File: src/hw/rtl/assert_macros.svh
// -----------------------------------------------------------------------------
// assertion macros
// shared concurrent assertion forms, compiled out with NO_ASSERTIONS
// -----------------------------------------------------------------------------
`ifndef ASSERT_MACROS_SVH
`define ASSERT_MACROS_SVH
`ifndef NO_ASSERTIONS
// same-cycle implication
`define ASSERT_IMPLY(label, clk, rst, ante, cons) \
  label: assert property (@(posedge clk) disable iff (rst) (ante) |-> (cons)) \
    else $error("assertion failed");
// next-cycle implication
`define ASSERT_NEXT(label, clk, rst, ante, cons) \
  label: assert property (@(posedge clk) disable iff (rst) (ante) |=> (cons)) \
    else $error("assertion failed");
`else
`define ASSERT_IMPLY(label, clk, rst, ante, cons)
`define ASSERT_NEXT(label, clk, rst, ante, cons)
`endif
`endif

File: src/hw/rtl/grs_pkg.sv
// -----------------------------------------------------------------------------
// grs_pkg
// shared types and constants of the group reduction block
// -----------------------------------------------------------------------------
package grs_pkg;

  localparam int COEF_W = 32;
  localparam int LEN_W  = 17;
  localparam int OP_W   = 2;
  localparam int IDX_W  = 2;
  localparam int CFG_W  = 32;

  localparam int          SAMPLE_WIDTH_DEF = 16;
  localparam int          ACC_WIDTH_DEF    = 48;
  localparam int unsigned MAX_GROUP_DEF    = 65536;

  localparam logic signed [COEF_W-1:0] COEF_RESET = 32'sh0100_0000;

  localparam logic [IDX_W-1:0] REG_OPERATION    = 2'd0;
  localparam logic [IDX_W-1:0] REG_COEFFICIENT  = 2'd1;
  localparam logic [IDX_W-1:0] REG_GROUP_LENGTH = 2'd2;

  typedef enum logic [OP_W-1:0] {
    OP_SUM   = 2'd0,
    OP_MEAN  = 2'd1,
    OP_ASUM  = 2'd2,
    OP_SUMSQ = 2'd3
  } op_t;

  typedef struct packed {
    logic cfg_write;
    logic take;
    logic div_init;
    logic div_step;
    logic scale_load;
    logic mag_load;
    logic mul_lo;
    logic mul_hi;
    logic prod_load;
    logic rnd_load;
    logic out_load;
  } cmd_t;

  typedef struct packed {
    logic last;
    logic mean;
    logic out_free;
  } status_t;

endpackage

File: src/hw/rtl/grs_dp.sv
// -----------------------------------------------------------------------------
// grs_dp
// registers, term stage, saturating accumulator, divider and scaling datapath
// -----------------------------------------------------------------------------
module grs_dp #(
  parameter int          SAMPLE_WIDTH = grs_pkg::SAMPLE_WIDTH_DEF,
  parameter int          ACC_WIDTH    = grs_pkg::ACC_WIDTH_DEF,
  parameter int unsigned MAX_GROUP    = grs_pkg::MAX_GROUP_DEF
) (
  input  logic                           clk,
  input  logic                           rst,
  input  grs_pkg::cmd_t                  cmd,
  output grs_pkg::status_t               status,
  input  logic [grs_pkg::IDX_W-1:0]      cfg_index,
  input  logic [grs_pkg::CFG_W-1:0]      cfg_data,
  input  logic signed [SAMPLE_WIDTH-1:0] sample,
  output logic                           out_valid,
  input  logic                           out_ready,
  output logic signed [ACC_WIDTH-1:0]    value,
  output logic                           saturated
);
  import grs_pkg::*;

  localparam int TW        = 2 * SAMPLE_WIDTH - 7;
  localparam int SQW       = 2 * SAMPLE_WIDTH + 2;
  localparam int SUMW      = ((ACC_WIDTH > TW) ? ACC_WIDTH : TW) + 1;
  localparam int MUL_W     = 32;
  localparam int MAGW      = 2 * MUL_W;
  localparam int PROD_W    = MAGW + MUL_W;
  localparam int COEF_FRAC = 24;
  localparam int QW        = PROD_W - COEF_FRAC + 1;
  localparam int unsigned LEN_MAX   = (1 << LEN_W) - 1;
  localparam int unsigned MAXG_CLIP = (MAX_GROUP > LEN_MAX) ? LEN_MAX : MAX_GROUP;

  localparam logic [LEN_W-1:0] MAXG = LEN_W'(MAXG_CLIP);
  localparam logic signed [SUMW-1:0] SUM_MAX =
    {{(SUMW-ACC_WIDTH+1){1'b0}}, {(ACC_WIDTH-1){1'b1}}};
  localparam logic signed [SUMW-1:0] SUM_MIN = ~SUM_MAX;
  localparam logic signed [ACC_WIDTH-1:0] ACC_MAX = {1'b0, {(ACC_WIDTH-1){1'b1}}};
  localparam logic signed [ACC_WIDTH-1:0] ACC_MIN = ~ACC_MAX;
  localparam logic [QW-1:0] LIM_POS = {{(QW-ACC_WIDTH+1){1'b0}}, {(ACC_WIDTH-1){1'b1}}};
  localparam logic [QW-1:0] LIM_NEG = LIM_POS + QW'(1);

  op_t                      operation;
  logic signed [COEF_W-1:0] coefficient;
  logic [LEN_W-1:0]         glen;
  logic [LEN_W-1:0]         len_raw;
  logic [LEN_W-1:0]         len_fix;

  logic signed [COEF_W-1:0] scale;
  logic [COEF_W-1:0]        coef_mag;
  logic [COEF_W-1:0]        dq;
  logic [LEN_W-1:0]         rem;
  logic                     dsign;
  logic [LEN_W:0]           rem_sh;
  logic [LEN_W:0]           diff;
  logic                     ge;

  logic signed [SAMPLE_WIDTH:0] s_ext;
  logic [SAMPLE_WIDTH:0]        mag;
  logic [SQW-1:0]               sq;
  logic signed [TW-1:0]         term_d;
  logic signed [TW-1:0]         term_q;
  logic                         term_vld;
  logic [LEN_W-1:0]             count;
  logic [LEN_W:0]               cnt_inc;

  logic signed [ACC_WIDTH-1:0] acc;
  logic signed [ACC_WIDTH-1:0] acc_next;
  logic signed [SUMW-1:0]      sum;
  logic [ACC_WIDTH-1:0]        acc_mag;
  logic [COEF_W-1:0]           scale_mag;

  logic [MAGW-1:0]   am;
  logic [COEF_W-1:0] sm;
  logic              neg;
  logic [MUL_W-1:0]  mul_a;
  logic [MAGW-1:0]   mul_p;
  logic [MAGW-1:0]   p_lo;
  logic [MAGW-1:0]   p_hi;
  logic [PROD_W-1:0] prod;
  logic              rnd_up;
  logic [QW-1:0]     qr;
  logic [QW-1:0]     lim;
  logic              sat_d;
  logic [QW-1:0]     qsel;
  logic [ACC_WIDTH-1:0] res;

  // register file
  assign len_raw = cfg_data[LEN_W-1:0];

  always_comb begin
    if (len_raw == '0) begin
      len_fix = LEN_W'(1);
    end else if (len_raw > MAXG) begin
      len_fix = MAXG;
    end else begin
      len_fix = len_raw;
    end
  end

  always_ff @(posedge clk) begin
    if (rst) begin
      operation   <= OP_SUM;
      coefficient <= COEF_RESET;
      glen        <= LEN_W'(1);
    end else if (cmd.cfg_write) begin
      unique case (cfg_index)
        REG_OPERATION:    operation   <= op_t'(cfg_data[OP_W-1:0]);
        REG_COEFFICIENT:  coefficient <= cfg_data[COEF_W-1:0];
        REG_GROUP_LENGTH: glen        <= len_fix;
        default: ;
      endcase
    end
  end

  // restoring divider for the mean scale, one quotient bit a cycle
  assign coef_mag = coefficient[COEF_W-1] ? COEF_W'(-coefficient) : COEF_W'(coefficient);
  assign rem_sh   = {rem, dq[COEF_W-1]};
  assign diff     = rem_sh - {1'b0, glen};
  assign ge       = !diff[LEN_W];

  always_ff @(posedge clk) begin
    if (cmd.div_init) begin
      dq    <= coef_mag;
      rem   <= '0;
      dsign <= coefficient[COEF_W-1];
    end else if (cmd.div_step) begin
      dq  <= {dq[COEF_W-2:0], ge};
      rem <= ge ? diff[LEN_W-1:0] : rem_sh[LEN_W-1:0];
    end
  end

  always_ff @(posedge clk) begin
    if (rst) begin
      scale <= COEF_RESET;
    end else if (cmd.div_init) begin
      scale <= coefficient;
    end else if (cmd.scale_load) begin
      scale <= dsign ? COEF_W'(-dq) : dq;
    end
  end

  // term stage
  assign s_ext = {sample[SAMPLE_WIDTH-1], sample};
  assign mag   = s_ext[SAMPLE_WIDTH] ? (SAMPLE_WIDTH+1)'(-s_ext) : s_ext;
  assign sq    = SQW'(mag) * SQW'(mag);

  always_comb begin
    case (operation)
      OP_ASUM:  term_d = TW'(mag);
      OP_SUMSQ: term_d = TW'(sq >> 8);
      default:  term_d = TW'(sample);
    endcase
  end

  assign cnt_inc     = {1'b0, count} + (LEN_W+1)'(1);
  assign status.last = cnt_inc >= {1'b0, glen};
  assign status.mean = operation == OP_MEAN;

  always_ff @(posedge clk) begin
    if (rst) begin
      term_vld <= 1'b0;
      count    <= '0;
    end else begin
      term_vld <= cmd.take;
      if (cmd.take) begin
        count <= status.last ? '0 : cnt_inc[LEN_W-1:0];
      end
    end
  end

  always_ff @(posedge clk) begin
    if (cmd.take) begin
      term_q <= term_d;
    end
  end

  // saturating accumulator
  assign sum = SUMW'(acc) + SUMW'(term_q);

  always_comb begin
    if (sum > SUM_MAX) begin
      acc_next = ACC_MAX;
    end else if (sum < SUM_MIN) begin
      acc_next = ACC_MIN;
    end else begin
      acc_next = sum[ACC_WIDTH-1:0];
    end
  end

  always_ff @(posedge clk) begin
    if (rst) begin
      acc <= '0;
    end else if (cmd.mag_load) begin
      acc <= '0;
    end else if (term_vld) begin
      acc <= acc_next;
    end
  end

  // sign and magnitude split, then two partial products on one multiplier
  assign acc_mag   = acc[ACC_WIDTH-1] ? ACC_WIDTH'(-acc) : ACC_WIDTH'(acc);
  assign scale_mag = scale[COEF_W-1] ? COEF_W'(-scale) : COEF_W'(scale);
  assign mul_a     = cmd.mul_hi ? am[MAGW-1:MUL_W] : am[MUL_W-1:0];
  assign mul_p     = MAGW'(mul_a) * MAGW'(sm);

  always_ff @(posedge clk) begin
    if (cmd.mag_load) begin
      am  <= MAGW'(acc_mag);
      sm  <= scale_mag;
      neg <= acc[ACC_WIDTH-1] ^ scale[COEF_W-1];
    end
    if (cmd.mul_lo) begin
      p_lo <= mul_p;
    end
    if (cmd.mul_hi) begin
      p_hi <= mul_p;
    end
    if (cmd.prod_load) begin
      prod <= {p_hi, {MUL_W{1'b0}}} + PROD_W'(p_lo);
    end
    if (cmd.rnd_load) begin
      qr <= QW'(prod[PROD_W-1:COEF_FRAC]) + QW'(rnd_up);
    end
  end

  // round toward minus infinity on negative results
  assign rnd_up = neg && (prod[COEF_FRAC-1:0] != '0);

  // clip and restore sign
  assign lim   = neg ? LIM_NEG : LIM_POS;
  assign sat_d = qr > lim;
  assign qsel  = sat_d ? lim : qr;
  assign res   = neg ? ACC_WIDTH'(-qsel[ACC_WIDTH-1:0]) : qsel[ACC_WIDTH-1:0];

  // output register
  assign status.out_free = !out_valid || out_ready;

  always_ff @(posedge clk) begin
    if (rst) begin
      out_valid <= 1'b0;
    end else if (cmd.out_load) begin
      out_valid <= 1'b1;
    end else if (out_ready) begin
      out_valid <= 1'b0;
    end
  end

  always_ff @(posedge clk) begin
    if (cmd.out_load) begin
      value     <= res;
      saturated <= sat_d;
    end
  end

endmodule

File: src/hw/rtl/grs_ctrl.sv
// -----------------------------------------------------------------------------
// grs_ctrl
// sequencer for sample intake, scale division and group result formation
// -----------------------------------------------------------------------------
`include "assert_macros.svh"

module grs_ctrl (
  input  logic             clk,
  input  logic             rst,
  input  logic             in_valid,
  output logic             in_ready,
  input  logic             cfg_valid,
  output logic             cfg_ready,
  input  grs_pkg::status_t status,
  output grs_pkg::cmd_t    cmd
);
  import grs_pkg::*;

  localparam int STEP_W = $clog2(COEF_W);

  typedef enum logic [3:0] {
    S_RUN,
    S_DINIT,
    S_DIV,
    S_DFIN,
    S_LAST,
    S_MAG,
    S_MUL0,
    S_MUL1,
    S_SUM,
    S_RND,
    S_SAT
  } state_t;

  state_t            state;
  state_t            state_next;
  logic [STEP_W-1:0] step;
  logic [STEP_W-1:0] step_next;

  always_comb begin
    state_next    = state;
    step_next     = step;
    cmd           = '0;
    // no writes while a group result is being formed
    cfg_ready     = (state == S_RUN) || (state == S_DINIT) ||
                    (state == S_DIV) || (state == S_DFIN);
    cmd.cfg_write = cfg_valid && cfg_ready;
    in_ready      = (state == S_RUN) && !cfg_valid;
    cmd.take      = in_valid && in_ready;
    unique case (state)
      S_RUN: begin
        if (cfg_valid) begin
          state_next = S_DINIT;
        end else if (cmd.take && status.last) begin
          state_next = S_LAST;
        end
      end
      S_DINIT: begin
        cmd.div_init = 1'b1;
        if (cfg_valid) begin
          state_next = S_DINIT;
        end else if (status.mean) begin
          state_next = S_DIV;
          step_next  = STEP_W'(COEF_W - 1);
        end else begin
          state_next = S_RUN;
        end
      end
      S_DIV: begin
        cmd.div_step = 1'b1;
        if (cfg_valid) begin
          state_next = S_DINIT;
        end else if (step == '0) begin
          state_next = S_DFIN;
        end else begin
          step_next = step - STEP_W'(1);
        end
      end
      S_DFIN: begin
        cmd.scale_load = 1'b1;
        state_next     = cfg_valid ? S_DINIT : S_RUN;
      end
      S_LAST: begin
        state_next = S_MAG;
      end
      S_MAG: begin
        cmd.mag_load = 1'b1;
        state_next   = S_MUL0;
      end
      S_MUL0: begin
        cmd.mul_lo = 1'b1;
        state_next = S_MUL1;
      end
      S_MUL1: begin
        cmd.mul_hi = 1'b1;
        state_next = S_SUM;
      end
      S_SUM: begin
        cmd.prod_load = 1'b1;
        state_next    = S_RND;
      end
      S_RND: begin
        cmd.rnd_load = 1'b1;
        state_next   = S_SAT;
      end
      S_SAT: begin
        cmd.out_load = status.out_free;
        if (status.out_free) begin
          state_next = S_RUN;
        end
      end
      default: begin
        state_next = S_RUN;
      end
    endcase
  end

  always_ff @(posedge clk) begin
    if (rst) begin
      state <= S_RUN;
      step  <= '0;
    end else begin
      state <= state_next;
      step  <= step_next;
    end
  end

  `ASSERT_IMPLY(a_last_after_take, clk, rst, state == S_LAST, $past(cmd.take && status.last))
  `ASSERT_IMPLY(a_load_free_slot, clk, rst, cmd.out_load, status.out_free)
  `ASSERT_IMPLY(a_divide_in_mean, clk, rst, state == S_DIV, status.mean)
  `ASSERT_NEXT(a_hold_after_last, clk, rst, cmd.take && status.last, !in_ready)

endmodule

File: src/hw/rtl/group_reduction_sum_asum_sumsq.sv
// -----------------------------------------------------------------------------
// group_reduction_sum_asum_sumsq
// Reduces signed Q8.8 samples in groups of group_length as a sum, a mean, a
// sum of absolute values or a sum of squares, and returns each group's total
// times the signed Q8.24 coefficient, clipped to the value width with a flag.
// Within a group one sample is taken per cycle. After the last sample of a
// group the input is held off from S_LAST through S_SAT while the result is
// formed on one shared 32x32 multiplier in two partial products, and for
// longer if the previous result has not yet been taken; configuration writes
// wait over the same stretch. Input is refused during a configuration write
// and in S_DINIT after it, in mean mode also in S_DIV and S_DFIN, where the
// scale is divided by the group length one quotient bit a cycle.
// -----------------------------------------------------------------------------
module group_reduction_sum_asum_sumsq #(
  parameter int          SAMPLE_WIDTH = grs_pkg::SAMPLE_WIDTH_DEF,
  parameter int          ACC_WIDTH    = grs_pkg::ACC_WIDTH_DEF,
  parameter int unsigned MAX_GROUP    = grs_pkg::MAX_GROUP_DEF
) (
  input  logic                           clk,
  input  logic                           rst,
  input  logic signed [SAMPLE_WIDTH-1:0] sample,
  input  logic                           in_valid,
  output logic                           in_ready,
  output logic signed [ACC_WIDTH-1:0]    value,
  output logic                           saturated,
  output logic                           out_valid,
  input  logic                           out_ready,
  input  logic                           cfg_valid,
  output logic                           cfg_ready,
  input  logic [grs_pkg::IDX_W-1:0]      cfg_index,
  input  logic [grs_pkg::CFG_W-1:0]      cfg_data
);
  import grs_pkg::*;

  cmd_t    cmd;
  status_t status;

  grs_ctrl u_ctrl (
    .clk       (clk),
    .rst       (rst),
    .in_valid  (in_valid),
    .in_ready  (in_ready),
    .cfg_valid (cfg_valid),
    .cfg_ready (cfg_ready),
    .status    (status),
    .cmd       (cmd)
  );

  grs_dp #(
    .SAMPLE_WIDTH (SAMPLE_WIDTH),
    .ACC_WIDTH    (ACC_WIDTH),
    .MAX_GROUP    (MAX_GROUP)
  ) u_dp (
    .clk       (clk),
    .rst       (rst),
    .cmd       (cmd),
    .status    (status),
    .cfg_index (cfg_index),
    .cfg_data  (cfg_data),
    .sample    (sample),
    .out_valid (out_valid),
    .out_ready (out_ready),
    .value     (value),
    .saturated (saturated)
  );

endmodule

File: config.mk
export PLATFORM = sky130hd
export DESIGN_NAME = group_reduction_sum_asum_sumsq
export DESIGN_NICKNAME = d
export VERILOG_FILES = /design/src/hw/rtl/grs_pkg.sv /design/src/hw/rtl/grs_dp.sv /design/src/hw/rtl/grs_ctrl.sv /design/src/hw/rtl/group_reduction_sum_asum_sumsq.sv
export VERILOG_INCLUDE_DIRS = /design/src /design/src/hw/rtl
export SDC_FILE = /design/constraint.sdc
export NUM_CORES = 2
export LEC_CHECK = 0
export ABC_AREA = 1
export BUFFER_PORTS_ARGS = -buffer_cell sky130_fd_sc_hd__buf_2
export CORE_MARGIN = 4
export CORE_UTILIZATION = 32
export DETAILED_ROUTE_END_ITERATION = 8
export GPL_TIMING_DRIVEN = 0
export SYNTH_ARGS = -nofsm -noshare
export SYNTH_HDL_FRONTEND = slang
export SYNTH_SLANG_ARGS = --single-unit
File: constraint.sdc
create_clock -name clk -period 9.3 [get_ports clk]
set_clock_uncertainty 0.15 [all_clocks]
set_input_delay 1.86 -clock clk [delete_from_list [all_inputs] [get_ports clk]]
set_output_delay 1.86 -clock clk [all_outputs]
set_load 0.01 [all_outputs]
==> metrics.csv <==
stage,metric,value,unit
hold_path,hold_class,register to register,
setup_path,critPathRequiredTime,9.60,ns
timing,rsz0062_at_grt,true,
logic_synthesis,synth_area_per_cell,8.375,µm²
logic_synthesis,yosys.area.top_type,fa_1,
floorplanning,core,243500,µm²
cells_and_area,fillers,25183,
cts,clk_pin_slew_worst_paths,0.06,ns
drt,wirelength,253400,µm
floorplanning,die_h,503.1,µm
floorplanning,io-pin-count,107,
logic_synthesis,ys_ff_latch,661,
placed_design,gp_congestion,0.9909,
global_routing,antenna_found_initial,13,
drt,ant_nets,0,
setup_path,worstSetupPathType,register to register,
cells_and_area,final_core_util,36.06,%
floorplanning,die_area,253100,µm²
cts,cts-root-to-sink-buffers,3,
setup_path,endpoint_kind,register,
setup_path,worstPathArrival,9.54,ns
run_status,outcome,completed,
cells_and_area,syn2layout_area_growth,11.94,%
logic_synthesis,synth_area_leaders,"fa_1 (28%), edfxtp_1 (19%), inv_1 (8.9%)",
logic_synthesis,synth_edf_count,485,
setup_path,cp_num_buf_inv,7,
drt,routedWlPerCell,19.59,µm
timing,setup_violations,0,
global_routing,grt.overflow.total,0,
global_routing,grt_max_degree,65,
placed_design,preCtsSetupSlack,-2.005,ns
cts,ctsHoldBuffers,0,
timing,worst_slack,0.05684,ns
cts,cts_made_buffers,76,
timing,slew_headroom,20.89,%
global_routing,grt_pass1_wl,383800,µm
floorplanning,start_util,32.21,%
global_routing,grt_use_total,19.76,%
logic_synthesis,yosysWarningCount,0,
logic_synthesis,synthDistinctLibCells,71,
cts,cts_tree,yes,
logic_synthesis,synth_cells,9364,
setup_path,r2r_slack,0.06,ns
floorplanning,die_w,503.1,µm
drt,drt_iter0_drc,5822,
global_routing,grt_pass1_vias,63132,
job,drv_cap,0,
setup_path,cp-start-kind,register,
setup_path,cp_max_fo,10,
placed_design,place_hpwl,212700,µm
timing,fmax,108.2,MHz
cells_and_area,drive_gt1_share,6.951,%
timing,fin_crit_sh,99.39,%
drt,drc_errors,0,
logic_synthesis,synth_area,78420,µm²
placed_design,port_buffers,105,
timing,timing.hold.ws,0.2458,ns
timing,drv_slew,0,
drt,first_pass_iters,7,
drt,routed_via_density,4.955,
setup_path,critPathTopFamily,adder cells,
cts,clk_latency,0.72,ns
timing,post-route-min-period,9.243,ns
logic_synthesis,async_flop_share,0,%
cts,htreeDepth,3,
timing,hold_viol,0,
timing,tightest_slew,1.187,ns
cells_and_area,finalNetCount,11345,
setup_path,cpPeakStageDelay,0.86,ns
timing,setup_tns,0,ns
cts,clock-sinks,661,
logic_synthesis,yosysSeqAreaShare,23.06,%
drt,vias,64078,
floorplanning,rows,181,
setup_path,slowest_stage,clkbuf_1,
logic_synthesis,synth_ff_type,edfxtp_1,
setup_path,crit_path_frequent_cell,fa_1,
cts,cts-root-buf,clkbuf_16,
logic_synthesis,synth_top_cell_area_share,27.85,%
-- metal layers --
layer	up-vias	routed length (µm)	global-route usage (%)
met5	-	88	0.1903
met4	4	10380	6.646
met3	499	20040	3.793
met2	2483	115300	32.03
met1	31218	107600	26.47
li1	29874	-	-
-- worst paths after layout --
kind / from / endpoint / depth (start not counted)
setup / recovery: u_dp.sm[7]$_DFFE_PP_ / u_dp.p_hi[58]$_DFFE_PP_ / 27
hold / removal: u_dp.p_lo[25]$_DFFE_PP_ / u_dp.prod[25]$_DFFE_PP_ / 0
setup reg to reg: u_dp.sm[7]$_DFFE_PP_ / u_dp.p_hi[58]$_DFFE_PP_ / 27
hold reg to reg: u_dp.p_lo[25]$_DFFE_PP_ / u_dp.prod[25]$_DFFE_PP_ / 0
-- cells in the mapped netlist, types with 102 or more instances --
master and number:
clkbuf_1 250, edfxtp_1 485, nor3_1 102, xor2_1 241, nand2_1 1545, fa_1 1091, inv_1 1857, nand3_1 231
o21ai_0 322, xnor2_1 122, dfxtp_1 176, a21oi_1 487, ha_1 536, nor2_1 1272
-- registers in the layout (all words and copies together) (netlist names) --
| register | count |
|---|---|
| u_dp.value | 48 |
| u_ctrl.state | 4 |
| u_dp.count | 17 |
| u_dp.p_lo | 64 |
| u_dp.scale | 32 |
| u_dp.neg | 1 |
| u_dp.glen | 17 |
| u_dp.saturated | 1 |
| u_dp.coefficient | 32 |
| u_ctrl.step | 5 |
| u_dp.sm | 32 |
| u_dp.p_hi | 64 |
| u_dp.out_valid | 1 |
| u_dp.dsign | 1 |
| u_dp.term_vld | 1 |
| u_dp.am | 48 |
| u_dp.term_q | 25 |
| u_dp.acc | 48 |
| u_dp.qr | 73 |
| u_dp.prod | 96 |
| u_dp.dq | 32 |
| u_dp.rem | 17 |
| u_dp.operation | 2 |
-- cells in the final DEF, fill, tap and decap left out, types with 125 or more instances in the layout --
| cell type | n |
|---|---|
| inv_1 | 1844 |
| nand2_1 | 1524 |
| nor2_1 | 1260 |
| fa_1 | 1088 |
| ha_1 | 519 |
| edfxtp_1 | 485 |
| a21oi_1 | 466 |
| o21ai_0 | 305 |
| xor2_1 | 238 |
| nand3_1 | 229 |
| dfxtp_1 | 176 |
| clkbuf_1 | 166 |
| buf_2 | 125 |
-- worst register-to-register path, stage by stage (launching register included) --
cell and delay (ns):
edfxtp_1 0.63, clkinvlp_4 0.42, clkbuf_1 0.86, nor2_1 0.20, fa_1 0.63, fa_1 0.46, fa_1 0.54, inv_1 0.08
fa_1 0.54, inv_1 0.06, fa_1 0.52, fa_1 0.45, fa_1 0.56, inv_1 0.10, fa_1 0.58, inv_1 0.06
ha_2 0.37, a21oi_2 0.21, inv_1 0.09, a31oi_1 0.28, o211ai_1 0.17, a21oi_2 0.23, o21bai_2 0.12, nand3_1 0.09
o211ai_1 0.17, nand3_1 0.14, nand3_1 0.12, xor2_2 0.18
-- kinds of logic after synthesis --
family | share of synthesized area [%]
adder cells (fa/ha/maj) | 36.40
multiplexers | 0.01436
flip-flops | 23.06
buffers and inverters | 10.53
XOR/XNOR | 4.054
AO/OA/AOI/OAI | 8.052
AND/OR/NAND/NOR | 17.87
other | 0.009576
-- through the flow --
stage,instances,area (µm²)
after floorplan,9398,78550
after global placement,12705,83080
after detailed placement,12723,83470
after CTS,12874,86740
after global routing,12927,87780
final,12932,87790
-- layout make-up --
type	count	area [µm²]	share of cell area [%]
Inverter	1893	7196	8.196
Antenna cell	5	12.51	0.01425
Sequential cell	661	18090	20.60
Clock inverter	48	450.4	0.5131
Clock buffer	92	1993	2.270
Timing Repair Buffer	205	1615	1.840
Buffer	267	1604	1.827
Tap cell	3202	4006	4.564
Multi-Input combinational cell	6559	52830	60.17
-- timing repair --
action / 4_1_cts / 5_1_grt
cloned: 0 / 2
setup buffers: 17 / 63
pin swaps: 6 / 16
gates resized for setup: 236 / 191
endpoints found under the setup margin: 124 / 86
Power is left out: the tool's default activity adds up to more than one toggle a clock period on the data nets, which glitch-free logic cannot reach.
